## src/rtl/core/lct_pkg.sv

```systemverilog
// lct_pkg: shared types and constants for the LBA to CHS translate/check block.
// Used by lba_chs_translate_check and lct_div; depends on nothing else.
package lct_pkg;

    localparam int LBA_W        = 32;
    localparam int BYTE_W       = 8;
    localparam int HEADS_W      = 9;
    localparam int SPT_W        = 6;
    localparam int PACK_CYL_W   = 10;     // cylinder bits that fit the packed MBR triple
    localparam int CHK_PROD_W   = 26;     // (c * heads + head) * spt, full range
    localparam int CFG_IDX_W    = 4;
    localparam int CFG_DATA_W   = 9;
    localparam int DIV_STEPS    = 4;      // restoring steps per divider stage

    localparam int MAX_CYLINDERS_DEF = 1024;

    localparam logic [HEADS_W-1:0] HEADS_RESET = HEADS_W'(16);
    localparam logic [SPT_W-1:0]   SPT_RESET   = SPT_W'(63);

    localparam logic [BYTE_W-1:0] CHS_MARKER   = 8'hFF;
    localparam logic [BYTE_W-1:0] SEC_CYL_MASK = 8'hC0;
    localparam logic [BYTE_W-1:0] SEC_NUM_MASK = 8'h3F;

    // configuration register indexes
    localparam logic [CFG_IDX_W-1:0] REG_HEADS_COUNT       = CFG_IDX_W'(0);
    localparam logic [CFG_IDX_W-1:0] REG_SECTORS_PER_TRACK = CFG_IDX_W'(1);

    // request kinds
    localparam logic KIND_ENCODE = 1'b0;
    localparam logic KIND_CHECK  = 1'b1;

    typedef struct packed {
        logic              kind;
        logic [LBA_W-1:0]  lba;
        logic [BYTE_W-1:0] cyl_low_in;
        logic [BYTE_W-1:0] head_in;
        logic [BYTE_W-1:0] sector_in;
    } t_req;

    typedef struct packed {
        logic [BYTE_W-1:0] cyl_low_out;
        logic [BYTE_W-1:0] head_out;
        logic [BYTE_W-1:0] sector_out;
        logic              beyond_limit;
        logic              chs_mismatch;
    } t_rsp;

    // per-request flags that ride along the divider pipelines
    typedef struct packed {
        logic kind;
        logic beyond;
        logic mism;
    } t_tag;

endpackage

```

## src/rtl/core/lba_chs_translate_check.sv

```systemverilog
// lba_chs_translate_check: LBA to packed MBR CHS encoder and CHS checker.
// Top level; uses lct_pkg and two lct_div pipelines (lba/spt, track/heads).
//
//  channel | direction | handshake                | payload
//  --------+-----------+--------------------------+---------------------------
//  in      | receive   | i_in_valid / o_in_stall  | i_in_data  (t_req)
//  out     | send      | o_out_valid / i_out_stall| o_out_data (t_rsp)
//  cfg     | receive   | i_cfg_valid / o_cfg_ready| i_cfg_index, i_cfg_data
//
// One request per cycle while o_in_stall is low. Requests pass the request register, the
// limit compare, multiply and check compare stages, then the two divider pipelines, into the output buffer.
// Reset sets heads to 16, sectors per track to 63, clears all valid bits and empties
// the two-entry output buffer. The pipeline moves as a whole and freezes only when
// both output buffer entries are held; o_in_stall is high exactly then.
module lba_chs_translate_check
    import lct_pkg::*;
#(
    parameter int MAX_CYLINDERS = MAX_CYLINDERS_DEF
) (
    input  logic                  i_clk,
    input  logic                  i_rst_n,
    input  logic                  i_in_valid,
    input  t_req                  i_in_data,
    output logic                  o_in_stall,
    output logic                  o_out_valid,
    output t_rsp                  o_out_data,
    input  logic                  i_out_stall,
    input  logic                  i_cfg_valid,
    output logic                  o_cfg_ready,
    input  logic [CFG_IDX_W-1:0]  i_cfg_index,
    input  logic [CFG_DATA_W-1:0] i_cfg_data
);

    localparam int CYL_W  = (MAX_CYLINDERS >= 4) ? $clog2(MAX_CYLINDERS) : 2;
    localparam int TRK_W  = HEADS_W + CYL_W;          // track number below limit
    localparam int NUM1_W = SPT_W + TRK_W;            // lba bits needed below limit
    localparam int LIM_W  = HEADS_W + SPT_W + CYL_W + 1;
    localparam int SIDE1_W = $bits(t_tag);
    localparam int SIDE2_W = $bits(t_tag) + SPT_W;

    // ---------------- configuration ----------------
    logic [HEADS_W-1:0] r_heads;
    logic [SPT_W-1:0]   r_spt;
    logic [LIM_W-1:0]   r_limit;
    logic [HEADS_W-1:0] w_eff_h;
    logic [SPT_W-1:0]   w_eff_s;
    logic               w_cfg_wr;

    assign o_cfg_ready = 1'b1;
    assign w_cfg_wr    = i_cfg_valid && o_cfg_ready;
    assign w_eff_h     = (r_heads == '0) ? HEADS_W'(1) : r_heads;
    assign w_eff_s     = (r_spt == '0) ? SPT_W'(1) : r_spt;

    always_ff @(posedge i_clk) begin
        if (!i_rst_n) begin
            r_heads <= HEADS_RESET;
            r_spt   <= SPT_RESET;
        end else if (w_cfg_wr) begin
            unique case (i_cfg_index)
                REG_HEADS_COUNT:       r_heads <= i_cfg_data[HEADS_W-1:0];
                REG_SECTORS_PER_TRACK: r_spt   <= i_cfg_data[SPT_W-1:0];
                default: ;
            endcase
        end
    end

    // limit is registered from the geometry and follows it in the cycle after
    always_ff @(posedge i_clk) begin
        if (!i_rst_n) begin
            r_limit <= LIM_W'(HEADS_RESET * SPT_RESET * MAX_CYLINDERS);
        end else begin
            r_limit <= LIM_W'(w_eff_h * w_eff_s * MAX_CYLINDERS);
        end
    end

    // ---------------- flow control ----------------
    logic [1:0] r_cnt;
    logic       w_adv;

    assign w_adv      = (r_cnt != 2'd2);
    assign o_in_stall = !w_adv;

    // ---------------- stage 0: request register ----------------
    logic r_s0_v;
    t_req r_s0;

    always_ff @(posedge i_clk) begin
        if (!i_rst_n) begin
            r_s0_v <= 1'b0;
        end else if (w_adv) begin
            r_s0_v <= i_in_valid;
        end
    end

    always_ff @(posedge i_clk) begin
        if (w_adv) begin
            r_s0 <= i_in_data;
        end
    end

    // ---------------- stage 1: limit compare, cylinder * heads ----------------
    logic [PACK_CYL_W-1:0]         w_cyl_in;
    logic [PACK_CYL_W+HEADS_W-1:0] w_cm;
    logic                          w_beyond;
    logic                          r_s1_v;
    t_req                          r_s1;
    logic                          r_s1_beyond;
    logic [PACK_CYL_W+HEADS_W-1:0] r_s1_cm;

    assign w_cyl_in = {r_s0.sector_in[BYTE_W-1:BYTE_W-2], r_s0.cyl_low_in};
    assign w_cm     = (PACK_CYL_W + HEADS_W)'(w_cyl_in * w_eff_h);
    assign w_beyond = (r_s0.lba >= LBA_W'(r_limit));

    always_ff @(posedge i_clk) begin
        if (!i_rst_n) begin
            r_s1_v <= 1'b0;
        end else if (w_adv) begin
            r_s1_v <= r_s0_v;
        end
    end

    always_ff @(posedge i_clk) begin
        if (w_adv) begin
            r_s1        <= r_s0;
            r_s1_beyond <= w_beyond;
            r_s1_cm     <= w_cm;
        end
    end

    // ---------------- stage 2: (c * heads + head) * spt ----------------
    logic [PACK_CYL_W+HEADS_W:0] w_th;
    logic [CHK_PROD_W-1:0]       w_x;
    logic                        r_s2_v;
    t_req                        r_s2;
    logic                        r_s2_beyond;
    logic [CHK_PROD_W-1:0]       r_s2_x;

    assign w_th = (PACK_CYL_W + HEADS_W + 1)'(r_s1_cm) + (PACK_CYL_W + HEADS_W + 1)'(r_s1.head_in);
    assign w_x  = CHK_PROD_W'(w_th * w_eff_s);

    always_ff @(posedge i_clk) begin
        if (!i_rst_n) begin
            r_s2_v <= 1'b0;
        end else if (w_adv) begin
            r_s2_v <= r_s1_v;
        end
    end

    always_ff @(posedge i_clk) begin
        if (w_adv) begin
            r_s2        <= r_s1;
            r_s2_beyond <= r_s1_beyond;
            r_s2_x      <= w_x;
        end
    end

    // ---------------- stage 3: check compare ----------------
    logic [SPT_W-1:0]    w_sec_in;
    logic [CHK_PROD_W:0] w_xs;
    logic                w_marker;
    logic                w_mism;
    t_tag                w_tag3;
    logic                r_s3_v;
    t_tag                r_s3_tag;
    logic [NUM1_W-1:0]   r_s3_num;

    assign w_sec_in = r_s2.sector_in[SPT_W-1:0];
    assign w_xs     = (CHK_PROD_W + 1)'(r_s2_x) + (CHK_PROD_W + 1)'(w_sec_in)
                      - (CHK_PROD_W + 1)'(1);
    assign w_marker = (r_s2.cyl_low_in == CHS_MARKER) && (r_s2.head_in == CHS_MARKER)
                      && (r_s2.sector_in == CHS_MARKER);
    // sector zero is invalid on its own; then the rebuilt address is ignored
    assign w_mism   = (r_s2.kind == KIND_CHECK) && !r_s2_beyond && !w_marker
                      && ((w_sec_in == '0) || (LBA_W'(w_xs) != r_s2.lba));

    always_comb begin
        w_tag3.kind   = r_s2.kind;
        w_tag3.beyond = r_s2_beyond;
        w_tag3.mism   = w_mism;
    end

    always_ff @(posedge i_clk) begin
        if (!i_rst_n) begin
            r_s3_v <= 1'b0;
        end else if (w_adv) begin
            r_s3_v <= r_s2_v;
        end
    end

    always_ff @(posedge i_clk) begin
        if (w_adv) begin
            r_s3_tag <= w_tag3;
            r_s3_num <= r_s2.lba[NUM1_W-1:0];
        end
    end

    // ---------------- lba / spt ----------------
    logic               w_d1_v;
    logic [TRK_W-1:0]   w_d1_quo;
    logic [SPT_W-1:0]   w_d1_rem;
    logic [SIDE1_W-1:0] w_d1_side;
    logic [SPT_W-1:0]   w_sector;

    lct_div #(
        .DEN_W  (SPT_W),
        .QUO_W  (TRK_W),
        .STEPS  (DIV_STEPS),
        .SIDE_W (SIDE1_W)
    ) u_div_spt (
        .i_clk   (i_clk),
        .i_rst_n (i_rst_n),
        .i_en    (w_adv),
        .i_valid (r_s3_v),
        .i_num   (r_s3_num),
        .i_den   (w_eff_s),
        .i_side  (r_s3_tag),
        .o_valid (w_d1_v),
        .o_quo   (w_d1_quo),
        .o_rem   (w_d1_rem),
        .o_side  (w_d1_side)
    );

    assign w_sector = SPT_W'(w_d1_rem + SPT_W'(1));

    // ---------------- track / heads ----------------
    logic               w_d2_v;
    logic [CYL_W-1:0]   w_d2_quo;
    logic [HEADS_W-1:0] w_d2_rem;
    logic [SIDE2_W-1:0] w_d2_side;

    lct_div #(
        .DEN_W  (HEADS_W),
        .QUO_W  (CYL_W),
        .STEPS  (DIV_STEPS),
        .SIDE_W (SIDE2_W)
    ) u_div_heads (
        .i_clk   (i_clk),
        .i_rst_n (i_rst_n),
        .i_en    (w_adv),
        .i_valid (w_d1_v),
        .i_num   (w_d1_quo),
        .i_den   (w_eff_h),
        .i_side  ({w_d1_side, w_sector}),
        .o_valid (w_d2_v),
        .o_quo   (w_d2_quo),
        .o_rem   (w_d2_rem),
        .o_side  (w_d2_side)
    );

    // ---------------- result assembly ----------------
    t_tag                  w_tag_o;
    logic [SPT_W-1:0]      w_sec_o;
    logic [PACK_CYL_W-1:0] w_cyl_o;
    t_rsp                  w_rsp;

    assign w_tag_o = t_tag'(w_d2_side[SIDE2_W-1:SPT_W]);
    assign w_sec_o = w_d2_side[SPT_W-1:0];
    assign w_cyl_o = PACK_CYL_W'(w_d2_quo);

    always_comb begin
        w_rsp              = '0;
        w_rsp.beyond_limit = w_tag_o.beyond;
        w_rsp.chs_mismatch = w_tag_o.mism;
        if (w_tag_o.kind == KIND_ENCODE) begin
            if (w_tag_o.beyond) begin
                w_rsp.cyl_low_out = CHS_MARKER;
                w_rsp.head_out    = CHS_MARKER;
                w_rsp.sector_out  = CHS_MARKER;
            end else begin
                w_rsp.cyl_low_out = w_cyl_o[BYTE_W-1:0];
                w_rsp.head_out    = w_d2_rem[BYTE_W-1:0];
                w_rsp.sector_out  = {w_cyl_o[PACK_CYL_W-1:BYTE_W], w_sec_o};
            end
        end
    end

    // ---------------- two-entry output buffer ----------------
    logic w_push;
    logic w_pop;
    t_rsp r_q0;
    t_rsp r_q1;

    assign w_push = w_d2_v && w_adv;
    assign w_pop  = (r_cnt != 2'd0) && !i_out_stall;

    always_ff @(posedge i_clk) begin
        if (!i_rst_n) begin
            r_cnt <= 2'd0;
        end else begin
            r_cnt <= r_cnt + {1'b0, w_push} - {1'b0, w_pop};
        end
    end

    always_ff @(posedge i_clk) begin
        if (w_push) begin
            if ((r_cnt == 2'd0) || ((r_cnt == 2'd1) && w_pop)) begin
                r_q0 <= w_rsp;
            end else begin
                r_q1 <= w_rsp;
            end
        end
        if (w_pop && (r_cnt == 2'd2)) begin
            r_q0 <= r_q1;
        end
    end

    assign o_out_valid = (r_cnt != 2'd0);
    assign o_out_data  = r_q0;

    // ---------------- assertions ----------------
    a_cnt_range: assert property (@(posedge i_clk) disable iff (!i_rst_n)
        r_cnt != 2'd3)
        else $error("output buffer count out of range");

    a_stall_full: assert property (@(posedge i_clk) disable iff (!i_rst_n)
        o_in_stall |-> (o_out_valid && $past(o_out_valid)))
        else $error("input stalled without a held result");

    a_beyond_pass: assert property (@(posedge i_clk) disable iff (!i_rst_n)
        o_out_valid |-> !(o_out_data.beyond_limit && o_out_data.chs_mismatch))
        else $error("mismatch flagged beyond the limit");

    a_sector_nz: assert property (@(posedge i_clk) disable iff (!i_rst_n)
        (o_out_valid && !o_out_data.beyond_limit
            && (o_out_data.sector_out[SPT_W-1:0] == '0))
        |-> ((o_out_data.cyl_low_out == '0) && (o_out_data.head_out == '0)
            && (o_out_data.sector_out == '0)))
        else $error("encoded sector of zero");

endmodule

```

## src/rtl/core/lct_div.sv

```systemverilog
// lct_div: pipelined restoring divider, DIV_STEPS quotient bits per stage.
// Carries a valid bit and a sideband vector with each request. Uses lct_pkg.
module lct_div
    import lct_pkg::*;
#(
    parameter int DEN_W  = SPT_W,
    parameter int QUO_W  = 19,
    parameter int STEPS  = DIV_STEPS,
    parameter int SIDE_W = $bits(t_tag)
) (
    input  logic                   i_clk,
    input  logic                   i_rst_n,
    input  logic                   i_en,
    input  logic                   i_valid,
    input  logic [DEN_W+QUO_W-1:0] i_num,
    input  logic [DEN_W-1:0]       i_den,
    input  logic [SIDE_W-1:0]      i_side,
    output logic                   o_valid,
    output logic [QUO_W-1:0]       o_quo,
    output logic [DEN_W-1:0]       o_rem,
    output logic [SIDE_W-1:0]      o_side
);

    localparam int NST = (QUO_W + STEPS - 1) / STEPS;

    // Dividend must be below den * 2**QUO_W: the top DEN_W bits then start as
    // a valid partial remainder. r_w holds unused dividend bits on top and
    // quotient bits shifting in from the bottom.
    logic              r_v    [NST];
    logic [DEN_W-1:0]  r_rem  [NST];
    logic [QUO_W-1:0]  r_w    [NST];
    logic [SIDE_W-1:0] r_side [NST];

    for (genvar g = 0; g < NST; g++) begin : g_stage
        localparam int NSTEP = (QUO_W - g * STEPS < STEPS) ? (QUO_W - g * STEPS) : STEPS;

        logic              w_v_in;
        logic [DEN_W-1:0]  w_rem_in;
        logic [QUO_W-1:0]  w_w_in;
        logic [SIDE_W-1:0] w_side_in;
        logic [DEN_W:0]    w_t;
        logic [DEN_W-1:0]  n_rem;
        logic [QUO_W-1:0]  n_w;

        if (g == 0) begin : g_first
            assign w_v_in    = i_valid;
            assign w_rem_in  = i_num[DEN_W+QUO_W-1:QUO_W];
            assign w_w_in    = i_num[QUO_W-1:0];
            assign w_side_in = i_side;
        end else begin : g_next
            assign w_v_in    = r_v[g-1];
            assign w_rem_in  = r_rem[g-1];
            assign w_w_in    = r_w[g-1];
            assign w_side_in = r_side[g-1];
        end

        always_comb begin
            n_rem = w_rem_in;
            n_w   = w_w_in;
            w_t   = '0;
            for (int k = 0; k < NSTEP; k++) begin
                w_t = {n_rem, n_w[QUO_W-1]};
                if (w_t >= {1'b0, i_den}) begin
                    n_rem = DEN_W'(w_t - {1'b0, i_den});
                    n_w   = {n_w[QUO_W-2:0], 1'b1};
                end else begin
                    n_rem = w_t[DEN_W-1:0];
                    n_w   = {n_w[QUO_W-2:0], 1'b0};
                end
            end
        end

        always_ff @(posedge i_clk) begin
            if (!i_rst_n) begin
                r_v[g] <= 1'b0;
            end else if (i_en) begin
                r_v[g] <= w_v_in;
            end
        end

        always_ff @(posedge i_clk) begin
            if (i_en) begin
                r_rem[g]  <= n_rem;
                r_w[g]    <= n_w;
                r_side[g] <= w_side_in;
            end
        end
    end

    assign o_valid = r_v[NST-1];
    assign o_quo   = r_w[NST-1];
    assign o_rem   = r_rem[NST-1];
    assign o_side  = r_side[NST-1];

endmodule
```

## config.mk

```make
export PLATFORM = sky130hd
export DESIGN_NAME = lba_chs_translate_check
export DESIGN_NICKNAME = d
export VERILOG_FILES = /design/src/rtl/core/lct_pkg.sv /design/src/rtl/core/lba_chs_translate_check.sv /design/src/rtl/core/lct_div.sv
export SDC_FILE = /design/constraint.sdc
export NUM_CORES = 2
export LEC_CHECK = 0
export BUFFER_PORTS_ARGS = -buffer_cell sky130_fd_sc_hd__buf_2
export CAP_MARGIN = 40
export CORE_ASPECT_RATIO = 0.8
export CORE_MARGIN = 2
export CORE_UTILIZATION = 50
export DETAILED_ROUTE_END_ITERATION = 8
export HOLD_SLACK_MARGIN = 0.12
export MAX_ROUTING_LAYER = met4
export PLACE_DENSITY = 0.66
export SLEW_MARGIN = 10
export SYNTH_ARGS = -nofsm -noshare
export SYNTH_HDL_FRONTEND = slang
export SYNTH_SLANG_ARGS = --single-unit
```

## constraint.sdc

```tcl
create_clock -name i_clk -period 50.1 [get_ports i_clk]
set_input_delay 7.515 -clock i_clk [delete_from_list [all_inputs] [get_ports i_clk]]
set_output_delay 7.515 -clock i_clk [all_outputs]
set_load 0.05 [all_outputs]
```

==> results.ini <==
[grt]
grt_pass1_vias=24400
grt_pass1_wl_um=132000
grt.total_usage_pct=21.9
grt_max_degree=180
overflow=0
antenna_found_initial=0

[yosys]
synth-edff-count=527
synth_area_leader_cell=edfxtp_1
ys_seq_area_share_pct=43.2
syn-num-nets=4064
synthCells=3442
synth.distinct_cells=86
synth-seq-cells=565
synthFlopType=edfxtp_1
synth_most_common_cell=edfxtp_1
syn-cell-area_mm2=0.0384
async_flop_share_pct=0
avgSynthCellArea_um2=11.2
synth.area.top_cells=edfxtp_1 41%, ha_1 12%, fa_1 9.9%
synth_commonest_cells=527 x edfxtp_1, 394 x inv_1, 357 x ha_1
netlist.area_leader.share_pct=41.2
yosys_warnings=0

[setup_path]
start_kind=flop
cp.required_ps=50490
critPathLaunch=r_heads[1]
r2r_setup_slack_ps=39540
path_class=flop to flop
path_buf_inv=4
crit_family=compound AO/OA/AOI/OAI gates
r2r_end=u_div_heads.r_rem[0][8]
cp_num_cells=37
crit_arrival_ps=10950
worst_path_max_delay_cell=a31o_2
cp_max_fo=26
cp_slowest_stage_delay_ps=690
reg2regPathDepth=37
r2r_start=r_heads[1]
critPathCaptureType=flop

[timing]
rsz0062_at_grt=false
tightestPinTransition_ps=1070
fmax_mhz=94.7
finalHoldViolCount=0
tns_ps=0
maxSlewViolCount=0
period_share_pct=21.1
fin_crit_ps=10560
fin_skew_ps=19.3
relSlewSlack_pct=28.5
setup_viol=0

[floorplanning]
die_area_mm2=0.0790
start_util_pct=50.7
die_h_um=252
die-width_um=314
io_pins=104
coreArea_mm2=0.0757
rows=90

[run]
cap_violations=0

[final_layout]
fin_area_mm2=0.0422
final_cells=4625
drive_above_1_share_pct=10.8
diodes=0
post-route-util_pct=55.7
area_delta_synth_final_pct=9.87
fin_nets=4186

[clocking]
clock_latency_ps=640
ctsHtreeMaxLevel=2
cts_hold_buffers=0
path_clk_slew_ps=70
cts_setup_buffers=0
cts_made_buffers=58
root_buffer=clkbuf_16
cts_sinks=565
cts_buffer_depth=3
cts_tree=built
cts_resized=0

[placement]
io_buffers=102
dp_cells=4514
dpl-instance-area_mm2=0.0402
dp_hpwl_um=60900
gp_congestion=0.902

[worst_hold_path]
min_from=u_div_spt.r_w[0][12]
hold_path_end=u_div_spt.r_w[0][35]
holdCritPathClass=flop to flop
hold_depth=0

[routing]
firstDrtPassIters=5
avgViaCountPerCell=5.43
routedWlPerCell_um=17.8
postRouteAntennaNets=0
vias=25100
postRouteWirelength_um=82400
remaining_drc_errors=0
drtIter0Drc=1667

[status]
status=complete, no violations

[state kept, by name (all words and copies together), names as in the netlist, 25 cells and up]
signal              flops
u_div_spt.r_w          95
r_s2_x                 26
r_s2                   57
r_s0                   57
r_s1                   57
r_q1                   26
u_div_heads.r_w        30
r_s3_num               25
o_out_data             26
u_div_heads.r_rem      26
u_div_heads.r_side     27
u_div_spt.r_rem        30
[worst reg2reg max path: cells and delay by family (launching register included)]
kind | cells | cell delay (ps)
compound gates | 23 | 5760
fa+ha+maj | 5 | 1750
mux | 3 | 1040
buf+inv | 4 | 780
simple gates | 2 | 700
flops | 1 | 300
[how the worst max path moves through the flow]
stage,to
6_report,u_div_heads.r_rem[0][8]
2_1_floorplan,o_out_data[0]
3_3_place_gp,u_div_heads.r_rem[0][8]
3_5_place_dp,u_div_heads.r_rem[0][8]
4_1_cts,u_div_heads.r_rem[0][8]
5_1_grt,u_div_heads.r_rem[0][16]
[through the flow]
| step | worst slack (ps) | hold WS [ps] |
|---|---|---|
| 6_report | 39540 | 411 |
| 5_1_grt | 38820 | 416 |
| 3_3_place_gp | 39880 | 401 |
| 2_1_floorplan | 30140 | 400 |
| 3_5_place_dp | 39650 | 405 |
| 4_1_cts | 39610 | 410 |
[placed cells by master (no fill, tap or decap), drive strengths merged, types with 41 or more instances in the layout]
master | netlist | final
mux2 | 119 | 119
nand2 | 335 | 335
clkbuf | 72 | 72
inv | 396 | 406
ha | 357 | 357
edfxtp | 527 | 527
and2 | 79 | 79
mux2i | 44 | 44
xor2 | 68 | 68
xnor2 | 139 | 139
fa | 190 | 190
o21ai | 115 | 115
buf | 5 | 138
a21o | 101 | 101
nand3 | 50 | 50
nor2b | 41 | 41
nor2 | 222 | 222
a21oi | 143 | 143
[logic make-up after synthesis]
kind of cell               after synthesis  share of synthesized area (%)
buffers and inverters                  474                           4.66
xor gates and xnor gates               207                           4.72
AOI/OAI and AO/OA                      579                           10.1
DFF                                    565                           43.2
adders and majority gates              547                           21.5
and+or+nand+nor                        906                           11.1
other                                    1                        0.00977
muxes                                  163                           4.70
[final cells by class]
type	count	area [um^2]
repair buffers	139	880
well taps	1012	1270
clock buffers	71	1570
fillers	6488	33500
multi-input cells	2403	20000
inverters	397	1490
flip-flops and latches	565	16600
clock inverters	38	343
[per-layer routing]
metal,GRT usage [%],part of all wire (%),vias to the layer above,wire [um]
li1,-,-,12400,-
met1,30.9,48,12100,39500
met2,33.1,44,586,36600
met3,3.43,5.2,103,4300
met4,5.65,2.4,0,2000
met5,-,0,-,0
Power is not shown: default switching activity piles up to over one toggle a cycle in this logic, so the estimate is an artifact.
